## config.mk

```make
export PLATFORM = sky130hd
export DESIGN_NAME = radix_digit_string_converter_top
export DESIGN_NICKNAME = d
export VERILOG_FILES = /design/src/rtl/rdsc_pkg.sv /design/src/rtl/rdsc_div.sv /design/src/rtl/rdsc_store.sv /design/src/rtl/radix_digit_string_converter_top.sv
export VERILOG_INCLUDE_DIRS = /design/src /design/src/rtl
export SDC_FILE = /design/constraint.sdc
export NUM_CORES = 1
export LEC_CHECK = 0
export BUFFER_PORTS_ARGS = -buffer_cell sky130_fd_sc_hd__clkbuf_2
export CAP_MARGIN = 5
export CORE_UTILIZATION = 50
export DETAILED_ROUTE_END_ITERATION = 8
export GPL_TIMING_DRIVEN = 0
export HOLD_SLACK_MARGIN = 0.03
export PLACE_DENSITY_LB_ADDON = 0.12
export SLEW_MARGIN = 20
export SYNTH_ARGS = -nofsm -noshare
export SYNTH_HDL_FRONTEND = slang
export SYNTH_HIERARCHICAL = 1
export SYNTH_SLANG_ARGS = --single-unit
export TNS_END_PERCENT = 5
```

## constraint.sdc

```tcl
create_clock -name clk -period 13.6 [get_ports clk]
set_input_delay 0.68 -clock clk [delete_from_list [all_inputs] [get_ports clk]]
set_output_delay 0.68 -clock clk [all_outputs]
set_load 0.01 [all_outputs]
```

## src/rtl/radix_digit_string_converter_top_defines.svh

```systemverilog
// assertion macros for the radix digit string converter
// used by radix_digit_string_converter_top, no other dependencies
`ifndef RADIX_DIGIT_STRING_CONVERTER_TOP_DEFINES_SVH
`define RADIX_DIGIT_STRING_CONVERTER_TOP_DEFINES_SVH

// same-cycle implication, checked outside reset
`define RDSC_ASSERT_SAME(lbl, ck, rs, ante, cons, msg) \
  lbl: assert property (@(posedge ck) disable iff (rs) (ante) |-> (cons)) else $error(msg);

// next-cycle implication, checked outside reset
`define RDSC_ASSERT_NEXT(lbl, ck, rs, ante, cons, msg) \
  lbl: assert property (@(posedge ck) disable iff (rs) (ante) |=> (cons)) else $error(msg);

`endif

```

## src/rtl/rdsc_pkg.sv

```systemverilog
// shared types, constants and helper functions of the radix digit string converter
// no dependencies
package rdsc_pkg;

  localparam int STORE_DEPTH = 64;
  localparam int ADDR_W      = 6;
  localparam int COUNT_W     = 7;
  localparam int DIGIT_W     = 4;
  localparam int CHAR_W      = 7;
  localparam int RADIX_W     = 5;
  localparam int STEP_BITS   = 8;

  localparam logic [RADIX_W-1:0] RADIX_MIN = 5'd2;
  localparam logic [RADIX_W-1:0] RADIX_MAX = 5'd16;

  localparam logic [CHAR_W-1:0] CH_DIGIT0  = 7'h30;
  localparam logic [CHAR_W-1:0] CH_UPPER_A = 7'h41;
  localparam logic [CHAR_W-1:0] CH_LOWER_A = 7'h61;

  typedef enum logic [1:0] {
    ST_IDLE,
    ST_DIVIDE,
    ST_EMIT
  } state_t;

  typedef struct packed {
    logic               done;
    logic [DIGIT_W-1:0] rem;
  } div_res_t;

  function automatic logic [RADIX_W-1:0] clamp_radix(input logic [RADIX_W-1:0] b);
    logic [RADIX_W-1:0] r;
    r = b;
    if (b < RADIX_MIN) r = RADIX_MIN;
    if (b > RADIX_MAX) r = RADIX_MAX;
    return r;
  endfunction

  function automatic logic [CHAR_W-1:0] digit_to_ascii(input logic [DIGIT_W-1:0] d,
                                                      input logic lower);
    logic [CHAR_W-1:0] c;
    if (d < 4'd10) begin
      c = CH_DIGIT0 + CHAR_W'(d);
    end else begin
      c = (lower ? CH_LOWER_A : CH_UPPER_A) + CHAR_W'(d) - 7'd10;
    end
    return c;
  endfunction

endpackage

```

## src/rtl/rdsc_div.sv

```systemverilog
// iterative division of the working value by the radix, STEP_BITS quotient bits per cycle
// depends on rdsc_pkg
module rdsc_div import rdsc_pkg::*; #(
  parameter int VALUE_BITS = 64
) (
  input  logic                  clk,
  input  logic                  rst,
  input  logic                  load,
  input  logic [VALUE_BITS-1:0] operand,
  input  logic [RADIX_W-1:0]    radix,
  output logic [VALUE_BITS-1:0] quotient,
  output div_res_t              res
);

  localparam int CHUNKS = (VALUE_BITS + STEP_BITS - 1) / STEP_BITS;
  localparam int DIV_W  = CHUNKS * STEP_BITS;
  localparam int CNT_W  = $clog2(CHUNKS + 1);

  // dividend bits shift out at the top while quotient bits shift in at the bottom
  logic [DIV_W-1:0]     work;
  logic [DIV_W-1:0]     work_next;
  logic [DIGIT_W-1:0]   rem;
  logic [DIGIT_W-1:0]   rem_next;
  logic [CNT_W-1:0]     cnt;
  logic                 running;
  logic                 done;

  always_comb begin
    logic [STEP_BITS-1:0] chunk;
    logic [STEP_BITS-1:0] qbits;
    logic [DIGIT_W-1:0]   r;
    logic [RADIX_W-1:0]   t;
    chunk = work[DIV_W-1 -: STEP_BITS];
    qbits = '0;
    r     = rem;
    for (int i = 0; i < STEP_BITS; i++) begin
      // remainder stays below the radix, so t stays below twice the radix
      t = {r, chunk[STEP_BITS-1-i]};
      if (t >= radix) begin
        t                      = t - radix;
        qbits[STEP_BITS-1-i] = 1'b1;
      end
      r = t[DIGIT_W-1:0];
    end
    rem_next  = r;
    work_next = (work << STEP_BITS) | DIV_W'(qbits);
  end

  always_ff @(posedge clk) begin
    if (rst) begin
      running <= 1'b0;
      done    <= 1'b0;
      cnt     <= '0;
    end else begin
      done <= 1'b0;
      if (load) begin
        running <= 1'b1;
        cnt     <= '0;
      end else if (running) begin
        cnt <= cnt + 1'b1;
        if (cnt == CNT_W'(CHUNKS - 1)) begin
          running <= 1'b0;
          done    <= 1'b1;
        end
      end
    end
  end

  always_ff @(posedge clk) begin
    if (load) begin
      work <= DIV_W'(operand);
      rem  <= '0;
    end else if (running) begin
      work <= work_next;
      rem  <= rem_next;
    end
  end

  assign quotient = work[VALUE_BITS-1:0];
  assign res.done = done;
  assign res.rem  = rem;

endmodule

```

## src/rtl/rdsc_store.sv

```systemverilog
// digit store: one write port, one read port with registered read data
// depends on rdsc_pkg
module rdsc_store import rdsc_pkg::*; (
  input  logic               clk,
  input  logic               we,
  input  logic [ADDR_W-1:0]  waddr,
  input  logic [DIGIT_W-1:0] wdata,
  input  logic               re,
  input  logic [ADDR_W-1:0]  raddr,
  output logic [DIGIT_W-1:0] rdata
);

  logic [DIGIT_W-1:0] mem [STORE_DEPTH];

  always_ff @(posedge clk) begin
    if (we) begin
      mem[waddr] <= wdata;
    end
  end

  always_ff @(posedge clk) begin
    if (re) begin
      rdata <= mem[raddr];
    end
  end

endmodule

```

## src/rtl/radix_digit_string_converter_top.sv

```systemverilog
// top level of the radix digit string converter: control sequencer, divider and digit store
// depends on rdsc_pkg, rdsc_div, rdsc_store and radix_digit_string_converter_top_defines.svh
`include "radix_digit_string_converter_top_defines.svh"

// Converts a VALUE_BITS-wide unsigned value to ASCII digits in radix 2..16 (clamped),
// most significant digit first, one digit per strobe beat with last on the final one.
// A value is taken when start is high and busy is low. Each digit costs one pass of the
// shared divider over C = ceil(VALUE_BITS/8) chunks, which retires 8 quotient bits a cycle;
// the digits then stream out of the digit store at one per cycle. busy stays high until the
// last digit has been read from the store, so the next value waits for it. Digits leave on
// strobe with no backpressure: the receiver must take every beat.
module radix_digit_string_converter_top import rdsc_pkg::*; #(
  parameter int VALUE_BITS = 64
) (
  input  logic                  clk,
  input  logic                  rst,
  input  logic                  start,
  output logic                  busy,
  input  logic [VALUE_BITS-1:0] value,
  input  logic [RADIX_W-1:0]    base,
  input  logic                  func,
  output logic                  strobe,
  output logic [CHAR_W-1:0]     digit_char,
  output logic                  last
);

  state_t               state;
  state_t               state_next;
  logic [RADIX_W-1:0]   radix;
  logic                 lower;
  logic [COUNT_W-1:0]   digit_count;
  logic [COUNT_W-1:0]   count_inc;
  logic [ADDR_W-1:0]    ecnt;
  logic                 rd_valid;
  logic                 rd_last;

  logic                 div_load;
  logic [VALUE_BITS-1:0] div_operand;
  logic [VALUE_BITS-1:0] quotient;
  div_res_t             div_res;

  logic                 st_we;
  logic                 st_re;
  logic [DIGIT_W-1:0]   st_rdata;

  logic                 accept;
  logic                 room;
  logic                 final_digit;

  assign accept      = start && !busy;
  assign busy        = (state != ST_IDLE);
  assign room        = (digit_count < COUNT_W'(STORE_DEPTH));
  assign count_inc   = room ? digit_count + 1'b1 : digit_count;
  assign final_digit = div_res.done && (quotient == '0);

  // next state
  always_comb begin
    state_next = state;
    case (state)
      ST_IDLE:   if (start) state_next = ST_DIVIDE;
      ST_DIVIDE: if (final_digit) state_next = ST_EMIT;
      ST_EMIT:   if (ecnt == '0) state_next = ST_IDLE;
      default:   state_next = ST_IDLE;
    endcase
  end

  // outputs toward the divider and the store
  always_comb begin
    div_load    = 1'b0;
    div_operand = value;
    st_we       = 1'b0;
    st_re       = 1'b0;
    case (state)
      ST_IDLE: begin
        div_load = start;
      end
      ST_DIVIDE: begin
        st_we       = div_res.done && room;
        div_load    = div_res.done && (quotient != '0);
        div_operand = quotient;
      end
      ST_EMIT: begin
        st_re = 1'b1;
      end
      default: begin
        div_load = 1'b0;
      end
    endcase
  end

  always_ff @(posedge clk) begin
    if (rst) begin
      state       <= ST_IDLE;
      digit_count <= '0;
      rd_valid    <= 1'b0;
      rd_last     <= 1'b0;
    end else begin
      state    <= state_next;
      rd_valid <= (state == ST_EMIT);
      rd_last  <= (state == ST_EMIT) && (ecnt == '0);
      if (accept) begin
        digit_count <= '0;
      end else if (state == ST_DIVIDE && div_res.done) begin
        digit_count <= count_inc;
      end
    end
  end

  always_ff @(posedge clk) begin
    if (accept) begin
      radix <= clamp_radix(base);
      lower <= func;
    end
    // digits come out from the highest store address down to zero
    if (state == ST_DIVIDE && final_digit) begin
      ecnt <= ADDR_W'(count_inc - 1'b1);
    end else if (state == ST_EMIT) begin
      ecnt <= ecnt - 1'b1;
    end
  end

  rdsc_div #(
    .VALUE_BITS(VALUE_BITS)
  ) u_div (
    .clk      (clk),
    .rst      (rst),
    .load     (div_load),
    .operand  (div_operand),
    .radix    (radix),
    .quotient (quotient),
    .res      (div_res)
  );

  rdsc_store u_store (
    .clk   (clk),
    .we    (st_we),
    .waddr (digit_count[ADDR_W-1:0]),
    .wdata (div_res.rem),
    .re    (st_re),
    .raddr (ecnt),
    .rdata (st_rdata)
  );

  assign strobe     = rd_valid;
  assign last       = rd_last;
  assign digit_char = digit_to_ascii(st_rdata, lower);

  `RDSC_ASSERT_SAME(a_char_legal, clk, rst, strobe,
    (digit_char >= 7'd48 && digit_char <= 7'd57) ||
    (digit_char >= 7'd65 && digit_char <= 7'd70) ||
    (digit_char >= 7'd97 && digit_char <= 7'd102), "digit character out of range")
  `RDSC_ASSERT_NEXT(a_busy_after_accept, clk, rst, start && !busy, busy,
    "busy not raised after accepting a value")
  `RDSC_ASSERT_NEXT(a_last_ends_item, clk, rst, strobe && last, !strobe,
    "digit beat follows the last digit")
  `RDSC_ASSERT_SAME(a_no_beat_while_dividing, clk, rst, state == ST_DIVIDE, !strobe,
    "digit beat during division")

endmodule

```

==> results of run 1 <==
==> metrics by stage <==
stage / std cells / util / hold slack, ps / TNS (ps) / area (um^2)
6_report: 1780 / 0.577 / 379 / 0 / 20000
5_1_grt: 1780 / 0.577 / 354 / -100 / 20000
4_1_cts: 1776 / 0.576 / 349 / 0 / 19900
3_5_place_dp: 1709 / 0.539 / 478 / 0 / 18700
3_3_place_gp: 1706 / 0.537 / 461 / -2400 / 18600
2_1_floorplan: 1169 / - / 433 / 0 / 17600
==> critical path, delay by kind of cell (launching register included) <==
| family | cells | cell delay [ps] |
|---|---|---|
| compound gates | 25 | 5760 |
| flops | 1 | 710 |
| simple gates | 10 | 1900 |
| mux | 3 | 1190 |
| fa+ha+maj | 8 | 2720 |
| buf+inv | 1 | 320 |
==> state kept, by name, summed over array words and instances (netlist names) <==
register	cells
ecnt	6
state	2
strobe	1
lower	1
last	1
u_div/done	1
u_store/mem	256
radix	5
digit_count	7
u_div/quotient	64
u_store/rdata	4
u_div/cnt	4
u_div/running	1
u_div/rem	4
==> cell families after synthesis <==
| group | Yosys count | synth area share |
|---|---|---|
| AO/OA/AOI/OAI | 145 | 0.0614 |
| XOR/XNOR | 30 | 0.0149 |
| adder cells (fa/ha/maj) | 52 | 0.0404 |
| buffers and inverters | 90 | 0.0257 |
| flip-flops | 357 | 0.597 |
| multiplexers | 210 | 0.179 |
| AND/OR/NAND/NOR | 285 | 0.0814 |
==> worst min path at each step <==
stage            startpoint    endpoint  cells past startpoint
3_5_place_dp   u_div/cnt[3]  u_div/done                      1
6_report               func       lower                      1
3_3_place_gp   u_div/cnt[3]  u_div/done                      1
4_1_cts                func       lower                      1
5_1_grt                func       lower                      1
2_1_floorplan  u_div/cnt[3]  u_div/done                      1
==> final cells by class <==
type	count	share of cell area
multi-input combinational	722	0.333
tap	455	0.0285
clock inverter	17	0.0117
sequential	357	0.527
buffer	51	0.0153
clock buffer	50	0.0520
inverter	39	0.00752
timing repair buffer	89	0.0254
==> repair_timing <==
| action | 4_1_cts | 5_1_grt |
|---|---|---|
| setup endpoints to repair | 0 | 5 |
| buffers inserted | 0 | 4 |
| gates resized for setup | 0 | 3 |
| hold buffers | 0 | 0 |
==> Yosys cell counts, types with 4 or more instances <==
cell / instances / share of area
o221ai_1: 7 / 0.0035
a211oi_1: 5 / 0.0021
o21ai_0: 16 / 0.0046
buf_2: 9 / 0.0026
o32ai_1: 4 / 0.0020
inv_1: 38 / 0.0081
mux2i_1: 17 / 0.0097
a22o_1: 4 / 0.0020
edfxtp_1: 336 / 0.57
a31oi_1: 7 / 0.0025
a22oi_1: 8 / 0.0034
o31ai_1: 4 / 0.0017
nand2b_1: 15 / 0.0053
o22ai_1: 9 / 0.0032
o31a_1: 6 / 0.0030
nor2b_1: 18 / 0.0064
nand4_1: 11 / 0.0039
mux2_2: 127 / 0.081
a21oi_1: 26 / 0.0074
nor3_1: 14 / 0.0040
mux4_2: 46 / 0.059
nor2_1: 123 / 0.026
a21o_1: 10 / 0.0043
dfxtp_1: 21 / 0.024
ha_1: 44 / 0.031
xnor2_1: 20 / 0.010
buf_6: 6 / 0.0038
nor3b_1: 6 / 0.0026
nor4_1: 20 / 0.0071
xor2_1: 10 / 0.0050
nand3b_1: 5 / 0.0021
clkbuf_1: 27 / 0.0058
nand2_1: 33 / 0.0070
o21a_1: 13 / 0.0055
mux4_1: 19 / 0.028
nand3_1: 18 / 0.0051
fa_1: 8 / 0.0091
==> routing by layer <==
| layer | share of wire | global-route usage | wire, um |
|---|---|---|---|
| met1 | 0.44 | 0.311 | 17700 |
| met2 | 0.50 | 0.382 | 19900 |
| met3 | 0.047 | 0.0345 | 1910 |
| met4 | 0.019 | 0.0608 | 745 |
| met5 | 0 | 0 | 0 |
==> flow_summary.toml, run 1 <==
[grt]
grt_pass1_wl_mm = 61.1
gr-usage-all-layers = 0.228
grt-ovfl-total = 0
grt_pass1_vias = 10380
antenna_found_initial = 0
grt_max_degree = 69

[placed_design]
place_hpwl_mm = 28.4
port_buffers = 82
place_ws_ps = 320
gp_congestion = 0.854

[layout]
fillers = 2689
final_common_cell = "edfxtp_1"
syn_to_final_growth_pct = 13.5
multi_input_area_um2 = 6650
diodes = 0
drive_above_1_share = 0.276
final_cell_mix = "336 x edfxtp_1, 127 x mux2_2, 123 x nor2_1"
layout.area.seq_um2 = 10500
nets = 1424

[timing]
setup_viol = 0
max_freq_ghz = 0.0785
fin_crit_sh = 0.936
timing.final.crit_period_ps = 12730
hold_viol_final = 0
final_max_slew_viol_count = 0
worst_pin_slew_ps = 970
slew-limit-headroom = 0.354
setup_ws_ps = 866
fin_skew_ps = 15.6

[worst_setup_path]
r2r_end = "u_div/rem[2]"
endpoint = "u_div/rem[2]"
path_class = "register to register"
reg2reg_slack_ps = 870
critPathMaxStageDelay_ps = 710
worst_r2r_path_depth = 47
crit_path_top_delay_cell = "edfxtp_1"
crit_arrival_ps = 13170
crit_top_cell = "ha_1"
required_ps = 14040
crit_path_max_fanout = 10
startpoint = "radix[1]"
end_kind = "register"
cp-start-kind = "register"
r2r_start = "radix[1]"

[drt]
vias = 10446
vias_per_cell = 5.87
drc = 0
wl_per_cell_um = 22.6
drt-initial-drc-count = 788
drt-total-wl_mm = 40.3
first_pass_iters = 5
detail-route-antenna-nets = 0

[clocking]
h-tree-depth = 2
cts_root_buf = "clkbuf_16"
clk_latency_ps = 540
cts_buffers = 39
cts_tree = "yes"
clock_path_buffers = 3
clock_sinks = 357
clk_pin_slew_ps = 60

[floorplan]
row_count = 68
io_pins = 83
die_w_um = 190
fp.dieH_um = 190
start_util = 0.508
coreArea_um2 = 34600
design.die.area_um2 = 36000

[synthesis]
ys_seq_area_frac = 0.597
ys.flop_type = "edfxtp_1"
synth-seq-cells = 357
syn_nets = 1294
synth_edf_count = 336
synth-warning-count = 6
synthCells = 1169
synth_area_um2 = 17600
ys_types = 79
synthArstFlopShare = 0
syn_avg_cell_area_um2 = 15.1

[status]
outcome = "complete, no violations"

[run]
cap_violations = 0

[worst_hold_path]
hold_path_class = "primary input to register"
Power of run 1 is not shown: default switching activity piles up to over one toggle a cycle in this logic, so the estimate is an artifact.
==> run 2: changes to the inputs <==
--- a/config.mk
+++ b/config.mk
@@ -8,6 +8,8 @@
 export LEC_CHECK = 0
 export BUFFER_PORTS_ARGS = -buffer_cell sky130_fd_sc_hd__clkbuf_2
 export CAP_MARGIN = 5
+export CELL_PAD_IN_SITES_DETAIL_PLACEMENT = 1
+export CELL_PAD_IN_SITES_GLOBAL_PLACEMENT = 1
 export CORE_UTILIZATION = 50
 export DETAILED_ROUTE_END_ITERATION = 8
 export GPL_TIMING_DRIVEN = 0
==> run 2 against run 1 <==
First-iteration DRC count down 9.0%; utilization down 0.11 points; register-to-register slack about the same; final area down 0.19%; critical path type unchanged; non-clock buffer count up 2; hold slack worse by 60 ps; sequential share of layout area up 0.10 points; via count up 3.0%.
==> flow_summary.toml, run 2 (same netlist as run 1, synthesis figures left out) <==
[drt]
wl_met1_mm = 18.6
routed.top_layer = "met5"
route.met2.wl_mm = 23.6
drc = 0
vias = 10761
wl_per_cell_um = 25.5
vias_per_cell = 6.03
met3WireLength_mm = 2.44
drt-total-wl_mm = 45.5
drt-initial-drc-count = 717
detail-route-antenna-nets = 0
first_pass_iters = 5

[layout]
syn_to_final_growth_pct = 13.3
drive_above_1_share = 0.276
regMostFlops = "u_store/mem"
largest_register_ffs = 256
nets = 1426
final_area_um2 = 19900
final_cell_mix = "336 x edfxtp_1, 127 x mux2_2, 123 x nor2_1"
fillers = 3287
diodes = 0
final_cells = 1784
final_common_cell = "edfxtp_1"

[floorplan]
io_pins = 83
fp.dieH_um = 190
die_w_um = 190
start_util = 0.508
row_count = 68
coreArea_um2 = 34600
design.die.area_um2 = 36000

[timing]
hold_viol_final = 0
fin_skew_ps = 19.5
final_max_slew_viol_count = 0
timing.final.crit_period_ps = 12720
fin_crit_sh = 0.935
setup_viol = 0
max_freq_ghz = 0.0786
hold-worst-slack_ps = 320
slew-limit-headroom = 0.325
rsz0062_at_grt = "false"
worst_pin_slew_ps = 1010

[placed_design]
gp_congestion = 0.823
place_hpwl_mm = 31.6
port_buffers = 82
place_area_um2 = 18700
dp.cells = 1709

[clocking]
cts_tree = "yes"
clk_pin_slew_ps = 60
clk_latency_ps = 540
h-tree-depth = 2
clock_path_buffers = 3
holdBufCountCts = 0
cts_buffers = 39
cts_root_buf = "clkbuf_16"
clock_sinks = 357

[grt]
grt_pass1_wl_mm = 68.8
grt_pass1_vias = 11327
grt_max_degree = 69
antenna_found_initial = 2
gr-usage-all-layers = 0.258
grt-ovfl-total = 0

[worst_setup_path]
crit_top_cell = "ha_1"
required_ps = 13990
path_class = "register to register"
critPathMaxStageDelay_ps = 840
crit_arrival_ps = 13110
crit_path_max_fanout = 68
end_kind = "register"
crit_path_top_delay_cell = "dfxtp_4"
cp-start-kind = "register"

[run]
cap_violations = 0

[status]
outcome = "complete, no violations"

[worst_hold_path]
hold_path_class = "primary input to register"
==> run 2: worst paths after layout <==
path	start	to	slack (ps)	depth (start not counted)
worst max-delay path	u_div/rem[0]	u_div/rem[0]	880	47
worst min-delay path	func	lower	320	1
worst max register to register	u_div/rem[0]	u_div/rem[0]	880	47
worst min register to register	u_div/cnt[3]	u_div/done	490	1
==> run 2: cell type report <==
cell class / instances / area, um^2 / share of cell area
inverters: 39 / 150 / 0.00753
clock inverters: 17 / 146 / 0.00734
multi-input cells: 722 / 6650 / 0.334
repair buffers: 91 / 523 / 0.0262
flip-flops and latches: 357 / 10500 / 0.528
plain buffers: 51 / 305 / 0.0153
well taps: 455 / 569 / 0.0286
clock buffers: 52 / 1070 / 0.0535
==> run 2: repair_timing <==
item,CTS,global route
gates cloned,0,0
endpoints found under the setup margin,5,5
setup buffers,0,6
gates resized for setup,1,3
==> run 2: stage by stage <==
step           setup WS (ps)  setup TNS [ps]  utilization
6_report                 881               0        0.576
5_1_grt                 14.9               0        0.576
4_1_cts                  140               0        0.574
3_5_place_dp           -77.4            -174        0.539
3_3_place_gp            -682           -3230        0.537
2_1_floorplan           2530               0            -
==> run 2: metal layers <==
layer	GRT usage	up-vias
li1	-	4865
met4	0.0589	2
met1	0.330	5533
met2	0.460	306
met5	0	-
met3	0.0410	55
==> run 2: critical path: cells and delay by family (launching register included) <==
family	cells	cell delay, ps
mux	3	1220
simple gates	10	1940
compound gates	26	5860
fa+ha+maj	8	2670
flops	1	840
Power of run 2 is left out for the same reason.
==> run 3: changes to the inputs <==
--- a/config.mk
+++ b/config.mk
@@ -13,9 +13,8 @@
 export CORE_UTILIZATION = 50
 export DETAILED_ROUTE_END_ITERATION = 8
 export GPL_TIMING_DRIVEN = 0
-export HOLD_SLACK_MARGIN = 0.03
 export PLACE_DENSITY_LB_ADDON = 0.12
-export SLEW_MARGIN = 20
+export SLEW_MARGIN = 10
 export SYNTH_ARGS = -nofsm -noshare
 export SYNTH_HDL_FRONTEND = slang
 export SYNTH_HIERARCHICAL = 1
==> constraint.sdc (replaced) <==
create_clock -name clk -period 13.6 [get_ports clk]
set_input_delay 0 -clock clk [delete_from_list [all_inputs] [get_ports clk]]
set_output_delay 0 -clock clk [all_outputs]
set_load 0.01 [all_outputs]
==> run 3 against run 2 <==
Via count increased by 3.5%; utilization increased by 2.3 points; register-to-register slack improved by 170 ps; setup slack improved by 170 ps; critical endpoint unchanged; die area unchanged; critical path type unchanged.
==> flow_summary.toml, run 3 (same netlist as run 1, synthesis figures left out) <==
[status]
outcome = "complete, no violations"

[timing]
rsz0062_at_grt = "false"
timing.final.crit_period_ps = 12550
final_max_slew_viol_count = 0
setup_tns_ps = 0
fin_skew_ps = 16.4
max_freq_ghz = 0.0797
fin_crit_sh = 0.923
setup_ws_ps = 1050
slew-limit-headroom = 0.355
setup_viol = 0
worst_pin_slew_ps = 967
hold_viol_final = 0

[layout]
diodes = 0
final_common_cell = "edfxtp_1"
final_cell_mix = "336 x edfxtp_1, 127 x mux2_2, 123 x nor2_1"
drive_above_1_share = 0.267
regMostFlops = "u_store/mem"
final_cells = 1860
fin_util = 0.599
syn_to_final_growth_pct = 17.8
nets = 1502
largest_register_ffs = 256

[placed_design]
gp_congestion = 0.823
port_buffers = 82
place_hpwl_mm = 31.8
dp.cells = 1711
place_ws_ps = -63.8

[worst_setup_path]
cp-start-kind = "register"
crit_arrival_ps = 12940
crit_path_max_fanout = 10
critPathMaxStageDelay_ps = 500
path_class = "register to register"
crit_top_cell = "ha_1"
crit_family = "compound AO/OA/AOI/OAI gates"
startpoint = "radix[1]"
end_kind = "register"
path_buf_inv = 1
required_ps = 13990
r2r_start = "radix[1]"
crit_path_top_delay_cell = "edfxtp_1"

[grt]
antenna_found_initial = 0
grt-ovfl-total = 0
grt_pass1_wl_mm = 71.5
gr-usage-all-layers = 0.267
grt_max_degree = 56
grt_pass1_vias = 11926

[clocking]
cts_buffers = 39
h-tree-depth = 2
clock_sinks = 357
cts_tree = "yes"
clk_pin_slew_ps = 60
clk_latency_ps = 540
cts_root_buf = "clkbuf_16"
clock_path_buffers = 3

[drt]
vias_per_cell = 5.99
drt-total-wl_mm = 47.1
drc = 0
wl_per_cell_um = 25.3
drt-initial-drc-count = 840
first_pass_iters = 5
detail-route-antenna-nets = 0
vias = 11136

[floorplan]
coreArea_um2 = 34600
start_util = 0.508
die_w_um = 190
io_pins = 83
fp.dieH_um = 190
design.die.area_um2 = 36000
row_count = 68

[run]
cap_violations = 0

[worst_hold_path]
hold_start = "start"
hold_path_class = "primary input to register"
run 3: layout make-up:
| type | count | area, um^2 |
|---|---|---|
| multi-input cells | 722 | 6650 |
| flip-flops and latches | 357 | 10500 |
| fillers | 3207 | 13900 |
| repair buffers | 167 | 1300 |
| inverters | 39 | 150 |
| clock buffers | 48 | 1030 |
| clock inverters | 21 | 218 |
| well taps | 455 | 569 |
| plain buffers | 51 | 305 |
run 3: layer usage:
metal	up-vias	track usage	share of wire
li1	5024	-	-
met1	5711	0.336	0.41
met2	329	0.478	0.52
met3	72	0.0356	0.047
met4	0	0.0834	0.027
met5	-	0	0
run 3: what timing repair did:
action	4_1_cts	5_1_grt
gates resized for setup	1	3
cloned	0	0
setup buffers	0	8
endpoints found under the setup margin	5	5
hold buffers	72	0
endpoints found under the hold margin	80	0
run 3: worst paths after layout:
path                   to  slack (ps)  cells after the start
min                 lower          60                      3
max          u_div/rem[0]        1050                     49
min reg2reg    u_div/done         480                      1
max reg2reg  u_div/rem[0]        1050                     49
run 3: through the flow:
stage	hold WS [ps]	area, um^2
floorplan	69.1	17600
CTS	50.3	20700
global placement	182	18600
finish	58.9	20700
global route	78.9	20700
detailed placement	181	18700
run 3: worst min-delay path, cell delays in order:
cell and delay, ps:
clkbuf_2 100, inv_1 80, nor2_1 180
Power of run 3 is left out for the same reason.
